## config.mk

```make
export PLATFORM = sky130hd
export DESIGN_NAME = pia_cell
export DESIGN_NICKNAME = d
export VERILOG_FILES = /design/src/pia_pkg.sv /design/src/pia_cell.sv
export SDC_FILE = /design/constraint.sdc
export NUM_CORES = 1
export LEC_CHECK = 0
export BUFFER_PORTS_ARGS = -buffer_cell sky130_fd_sc_hd__buf_2
export CORE_MARGIN = 3
export CORE_UTILIZATION = 46
export CTS_CLUSTER_DIAMETER = 60
export DETAILED_ROUTE_END_ITERATION = 12
export PLACE_DENSITY = 0.83
export SKIP_CTS_REPAIR_TIMING = 1
export SLEW_MARGIN = 20
export SYNTH_ARGS = -nofsm -noshare
export SYNTH_HDL_FRONTEND = slang
export SYNTH_SLANG_ARGS = --single-unit
export TNS_END_PERCENT = 100
```

## constraint.sdc

```tcl
create_clock -name clk -period 5.4 [get_ports clk]
set_input_delay 1.08 -clock clk [delete_from_list [all_inputs] [get_ports clk]]
set_output_delay 1.08 -clock clk [all_outputs]
set_load 0.01 [all_outputs]
```

## src/pia_pkg.sv

```systemverilog
// Shared constants, types and codes for the positional array with insert and delete.
package pia_pkg;

    localparam int CAPACITY = 64;
    localparam int VAL_W    = 32;
    localparam int CNT_W    = 7;

    typedef enum logic [1:0] {
        CMD_INSERT = 2'd0,
        CMD_DELETE = 2'd1,
        CMD_READ   = 2'd2
    } pia_cmd_t;

    typedef enum logic [2:0] {
        ST_INSERTED  = 3'd0,
        ST_FULL      = 3'd1,
        ST_BAD_POS   = 3'd2,
        ST_DELETED   = 3'd3,
        ST_NOT_FOUND = 3'd4,
        ST_ENTRY     = 3'd5,
        ST_EMPTY     = 3'd6
    } pia_status_t;

    typedef enum logic {
        FSM_IDLE,
        FSM_READ
    } pia_state_t;

    // Control broadcast to every cell of the chain.
    typedef struct packed {
        logic                    insert_en;
        logic                    delete_en;
        logic                    rotate_en;
        logic [CNT_W-1:0]        position;
        logic [CNT_W-1:0]        count;
        logic signed [VAL_W-1:0] value;
    } pia_ctl_t;

endpackage

```

## src/pia_cell.sv

```systemverilog
// One storage cell of the chain: holds an entry and shifts with its neighbors.
module pia_cell (
    input  logic                             clk,
    input  pia_pkg::pia_ctl_t                ctl,
    input  logic [pia_pkg::CNT_W-1:0]        my_index,
    input  logic signed [pia_pkg::VAL_W-1:0] lower,
    input  logic signed [pia_pkg::VAL_W-1:0] upper,
    input  logic signed [pia_pkg::VAL_W-1:0] head,
    input  logic                             shift_down,
    output logic                             match,
    output logic signed [pia_pkg::VAL_W-1:0] data
);
    import pia_pkg::*;

    logic signed [VAL_W-1:0] data_reg;
    logic signed [VAL_W-1:0] data_next;

    always_ff @(posedge clk)
    begin
        data_reg <= data_next;
    end

    always_comb
    begin
        data_next = data_reg;
        priority if (ctl.insert_en)
        begin
            if (my_index == ctl.position)
                data_next = ctl.value;
            else if (my_index > ctl.position && my_index <= ctl.count)
                data_next = lower;
        end
        else if (ctl.delete_en)
        begin
            if (shift_down)
                data_next = upper;
        end
        else if (ctl.rotate_en)
        begin
            // The held entries rotate toward index 0; the top one takes the head.
            if (my_index + CNT_W'(1) == ctl.count)
                data_next = head;
            else if (my_index < ctl.count)
                data_next = upper;
        end
        else
        begin
            data_next = data_reg;
        end
    end

    assign match = (my_index < ctl.count) && (data_reg == ctl.value);
    assign data  = data_reg;

endmodule
```

==> impl_results.md, run 1 <==
- Synth unique cells: 41
- Commonest non-fill, non-tap cell in the layout: buf_2
- H-tree Lvls: 2
- Final Max Tran Viols: 0
- Routed len/inst: 19.11 µm
- Yosys warns: 0
- Power per cell area: 217.9 nW/µm²
- Cell Area, Synth: 3328 µm²
- Highest-count cells in the layout ignoring fill and taps: buf_2, xor2_1
- CTS Sinks: 32
- Area grow syn2layout: 31.13%
- Psw: 0.3336 mW
- Nets: 650
- Top_reg_cell synth: edfxtp_1
- Clk pin slew, worst setup/hold paths: 70 ps
- First-pass GRT wire length: 17370 µm
- I/O pin cnt: 187
- Largest register FFs: 32
- DRC errors left: 0
- GRT Residual Overflow: 0
- Initial core utilization: 0.4819
- GP Congestion: 0.9065
- Synth Register Bits: 32
- DR vias: 3425
- Clock Path Buffers: 2
- Gate power share: 0.377
- Post-layout minimum cycle time: 3878 ps
- Leak pwr: 2.104 nW
- Layout cells sized above 1: 0.4689
- Max VDD drop: 0.1635 mV
- Final hold slack: 1190 ps
- Max cap viols: 0
- Critical Path Source Type: input port
- Fin crit share: 0.7182
- Post-synth EDFFs: 32
- Core Region: 6907 µm²
- Max Clk Rate: 257.8 MHz
- Worst Hold Class: in -> reg
- Largest net degree at the start of global routing: 66
- Status: finished, final reports clean
- Max-Slew Margin vs Limit: 0.3522
- Setup-failing EPs final: 0
- Die Ht: 91.06 µm
- Worst EP arrival: 3840 ps
- Cell count after synthesis: 313
- Drt first pass iters: 5
- Via/cell ratio: 5.926
- DP Wirelength: 8495 µm
- RSZ-0062 raised after global routing: false
- Post-route ant nets: 0
- Sequential-to-total area share from yosys stat: 0.2887
- Row count: 30
- Die W: 91.06 µm
- Post-Syn Area per Cell: 10.63 µm²
- Final hold violation count: 0
- Critical path peak fanout: 33
- Internal power: 0.6174 mW
- CTS root buffer: clkbuf_8
- Initial detailed-routing violation count: 144
- Tightest Pin Transition: 967.1 ps
- Clock power frac: 0.239
- Setup_tns: 0 ps
- Fraction of registers with async set/reset: 0
- Final WL: 11040 µm
- Syn_nets: 482
- Kind of critical path: in -> reg
- Switching portion of total power: 0.3508
- CTS tree: built
- Reg power frac: 0.384
- Vias in the first global route: 3489
- Worst path required time: 5360 ps
- Tot GR Track Use: 0.2582
- Port bufs: 186
- TritonCTS Buffers: 5
- Crit end category: register
- Initial antenna violation count: 0
- Die Area: 8292 µm²
- Diode count: 0
-- kinds of logic (layout without fill, tap and decap cells) --
kind of cell	count (synthesis)	count (layout)	synth area share
mux	33	33	0.09962
flops	32	32	0.2887
simple gates	30	30	0.05790
buf+inv	46	215	0.07255
fa+ha+maj	15	15	0.05639
compound gates	118	118	0.3199
xor+xnor	39	39	0.1049
-- per-stage QoR --
stage               total power [mW]  setup slack (ps)  std cells  area, µm²  utilization
CTS                           0.9555              1507        578       4364       0.6319
global placement              0.7172              1376        570       4257       0.6163
floorplan                     0.5629             461.5        313       3328            -
detailed placement            0.7268              1214        570       4257       0.6163
global route                   1.001              1355        578       4364       0.6319
finish                        0.9510              1522        578       4364       0.6319
-- cells in the mapped netlist, drive strengths merged, types with 3 or more instances --
library cell / instances / share of area
mux2i: 32 / 0.096
nand3: 5 / 0.0090
a41oi: 32 / 0.12
clkbuf: 11 / 0.015
buf: 19 / 0.040
inv: 16 / 0.018
nand4: 3 / 0.0056
o31ai: 32 / 0.072
xor2: 33 / 0.087
nor4: 8 / 0.015
nand2: 4 / 0.0045
xnor2: 6 / 0.018
edfxtp: 32 / 0.29
o22ai: 3 / 0.0075
ha: 15 / 0.056
o21a: 4 / 0.0090
a22oi: 32 / 0.072
a21oi: 4 / 0.0060
nor3: 3 / 0.0075
-- cell type report --
class / instances / area [µm²]
multi-input combinational: 235 / 2147
sequential: 32 / 960.9
tap: 96 / 120.1
clock buffer: 6 / 72.57
fill: 627 / 2542
inverter: 16 / 60.06
clock inverter: 2 / 35.03
timing repair buffer: 191 / 968.4
-- power by group through the flow --
stage,Combinational (mW),Sequential (mW),Clock [mW]
final,0.359,0.365,0.227
after global routing,0.388,0.370,0.243
after CTS,0.358,0.365,0.232
after detailed placement,0.356,0.370,0
after global placement,0.348,0.370,0
after floorplan,0.173,0.390,0
-- worst paths after layout --
path | start | to | slack [ps] | cells after the start
worst max-delay path | my_index[0] | data[24]$_DFFE_PP_ | 1520 | 8
worst min-delay path | lower[25] | data[25]$_DFFE_PP_ | 1190 | 3
-- worst max-delay path, stage by stage --
cell and delay (ps):
buf_2 120, ha_1 300, xnor2_1 170, o211a_1 250, o211a_4 530, a211oi_1 210, a211oi_4 770, buf_4 390
-- metal layers --
| metal | GRT usage | vias up | routed length (µm) |
|---|---|---|---|
| li1 | - | 1612 | - |
| met1 | 0.3318 | 1611 | 4530 |
| met2 | 0.4396 | 186 | 5339 |
| met3 | 0.05800 | 16 | 987 |
| met4 | 0.06281 | 0 | 187 |
| met5 | 0 | - | 0 |
Power figures use the tool's default switching activity.
==> run 2, diff against run 1 <==
--- a/config.mk
+++ b/config.mk
@@ -5,12 +5,13 @@
 export SDC_FILE = /design/constraint.sdc
 export NUM_CORES = 1
 export LEC_CHECK = 0
+export ABC_AREA = 1
 export BUFFER_PORTS_ARGS = -buffer_cell sky130_fd_sc_hd__buf_2
 export CORE_MARGIN = 3
 export CORE_UTILIZATION = 46
 export CTS_CLUSTER_DIAMETER = 60
 export DETAILED_ROUTE_END_ITERATION = 12
-export PLACE_DENSITY = 0.83
+export PLACE_DENSITY = 0.82
 export SKIP_CTS_REPAIR_TIMING = 1
 export SLEW_MARGIN = 20
 export SYNTH_ARGS = -nofsm -noshare
==> constraint.sdc (replaced) <==
create_clock -name clk -period 3.9 [get_ports clk]
set_input_delay 0.78 -clock clk [delete_from_list [all_inputs] [get_ports clk]]
set_output_delay 0.78 -clock clk [all_outputs]
set_load 0.01 [all_outputs]
==> impl_results.md, run 2 <==
- Post-synthesis adder-cell area fraction: 0.05472 (-0.001666)
- Setup-failing EPs final: 0 (unchanged)
- Routed len/inst: 14.34 µm (-25%)
- Post-synthesis mux area share: 0 (-0.09962)
- Die Area: 8528 µm² (+2.8%)
- GP Congestion: 0.8704 (-4.0%)
- GRT Residual Overflow: 0 (unchanged)
- Met3 WL: 1147 µm (+16%)
- Row count: 30 (unchanged)
- Yosys warns: 0 (unchanged)
- Post-synth EDFFs: 32 (unchanged)
- Die Ht: 92.35 µm (+1.4%)
- Diode count: 0 (unchanged)
- Synth Register Bits: 32 (unchanged)
- Post-synthesis simple-gate area fraction: 0.3641 (+0.3062)
- Worst path required time: 3120 ps (-2240 ps)
- Post-Syn Area per Cell: 6.634 µm² (-38%)
- Max VDD drop: 0.1404 mV (-14%)
- Area grow syn2layout: 31.74%
- H-tree Lvls: 2 (unchanged)
- Cell count after synthesis: 517 (+65%)
- Drt first pass iters: 5 (unchanged)
- Post-Synth XOR/XNOR Area: 0.08172 (-0.02317)
- Critical Path Source Type: input port
- Port bufs: 186 (unchanged)
- Slowest stage cell, crit path: or3_1
- Tightest Pin Transition: 1080 ps (+112.8 ps)
- Initial antenna violation count: 1 (+1)
- Clk pin slew, worst setup/hold paths: 70 ps (about the same)
- Crit end category: output port
- Final WL: 11330 µm (+2.6%)
- Commonest non-fill, non-tap cell in the layout: buf_2
- Layout cells sized above 1: 0.3040 (-0.1648)
- Critical path peak fanout: 3 (-91%)
- Worst slack, placed: 857.0 ps (-357.4 ps)
- RSZ-0062 raised after global routing: false
- Final hold violation count: 0 (unchanged)
- Nets: 862 (+33%)
- WL met1: 4486 µm (-0.97%)
- Worst EP arrival: 2260 ps (-1580 ps)
- Power per cell area: 283.1 nW/µm² (+30%)
- Highest-count cells in the layout ignoring fill and taps: buf_2, nand2_1, inv_1
- CTS tree: built
- Largest family of logic cells by synthesized area: simple AND/OR/NAND/NOR gates
- Setup_tns: 0 ps (unchanged)
- Final setup margin: 855.1 ps (-666.4 ps)
- Largest net degree at the start of global routing: 64 (-3.0%)
- I/O pin cnt: 187 (unchanged)
- First-pass GRT wire length: 18310 µm (+5.4%)
- TritonCTS Buffers: 5 (unchanged)
- Top cell type's share of synthesized area: 0.2802 (-0.008532)
- Sequential-to-total area share from yosys stat: 0.2802 (-0.008532)
- Top sig layer: met5
- Cell Area, Synth: 3430 µm² (+3.0%)
- Core Region: 7019 µm² (+1.6%)
- Clock Path Buffers: 2 (unchanged)
- Leak pwr: 2.514 nW (+20%)
- Final Max Tran Viols: 0 (unchanged)
- Fraction of registers with async set/reset: 0 (unchanged)
- Max-Slew Margin vs Limit: 0.2790 (-0.07317)
- Fin crit share: 0.7807
- Cell chain of the critical path: buf_2 > inv_1 > ha_1 > a21oi_1 > o21a_1 > nand2_1 > or3_1 > nor2_1 > buf_2
- Crit-path max cell delay: 370 ps (-400 ps)
- Tot GR Track Use: 0.2624 (+0.004211)
- Initial detailed-routing violation count: 259 (+80%)
- Post-layout minimum cycle time: 3045 ps
- Max cap viols: 0 (unchanged)
- Initial core utilization: 0.4886 (+0.006708)
- Post-Route Utilization: 0.6437 (+0.01179)
- CTS root buffer: clkbuf_8
- Synth Area in Compound Gates: 0.07260 (-0.2473)
- Synth top area cells: edfxtp_1, nand2_1, inv_1, nor2_1, xnor2_1
- Most common cell in the netlist: nand2_1
- Largest register FFs: 32 (unchanged)
- Vias in the first global route: 3957 (+13%)
- Max Clk Rate: 328.4 MHz
- DR vias: 4064 (+19%)
- Top_reg_cell synth: edfxtp_1
- Cell taking the most area after synthesis: edfxtp_1
- Via/cell ratio: 5.144 (-13%)
- Met2 routed WL: 5577 µm (+4.5%)
- Post-route ant nets: 0 (unchanged)
- DP Wirelength: 8605 µm (+1.3%)
- Die W: 92.35 µm (+1.4%)
- CTS Sinks: 32 (unchanged)
- Status: finished, final reports clean
- Kind of critical path: in -> out
- DRC errors left: 0 (unchanged)
- Worst Hold Class: in -> reg
- Synth unique cells: 30 (-27%)
- Most Frequent Cell on Critical Path: buf_2
- Syn_nets: 686 (+42%)
- Post-synth top cells: nand2_1, inv_1, nor2_1, nand3_1, nand4_1
run 2: worst paths after layout:
path,from,end,slack (ps),depth (start not counted)
max,ctl[38],match,860,9
min,lower[2],data[2]$_DFFE_PP_,830,3
run 2: power breakdown:
part	internal, mW	switching (mW)	total, mW
Clock	0.190	0.126	0.316
Sequential	0.456	0.0447	0.500
Combinational	0.208	0.255	0.463
Total	0.854	0.426	1.28
run 2: worst max-delay path, delay by kind of cell:
kind	cells	cell delay, ps
compound gates	2	280
fa+ha+maj	1	320
buf+inv	3	300
simple gates	3	580
run 2: cells by family after synthesis:
| logic type | after synthesis |
|---|---|
| flip-flops | 32 |
| XOR/XNOR | 32 |
| buffers and inverters | 120 |
| AO/OA/AOI/OAI | 46 |
| AND/OR/NAND/NOR | 272 |
| adder cells (fa/ha/maj) | 15 |
run 2: metrics by stage:
step	hold slack, ps	instances	power, mW	cell area [µm²]
2_1_floorplan	1003	517	0.7556	3430
3_3_place_gp	1112	782	0.9549	4410
3_5_place_dp	1117	782	0.9671	4410
4_1_cts	825.4	790	1.284	4518
5_1_grt	843.2	790	1.358	4518
6_report	831.0	790	1.279	4518
run 2: final cells by class:
cell class / count / area, µm²
Fill cell: 645 / 2501
Multi-Input combinational cell: 365 / 1973
Sequential cell: 32 / 960.9
Clock buffer: 6 / 72.57
Clock inverter: 2 / 35.03
Inverter: 96 / 360.3
Timing Repair Buffer: 193 / 996.0
Tap cell: 96 / 120.1
run 2: layer usage:
metal	vias to the layer above	track usage
li1	2013	-
met1	1819	0.3361
met2	216	0.4574
met3	14	0.05280
met4	2	0.05446
met5	-	0
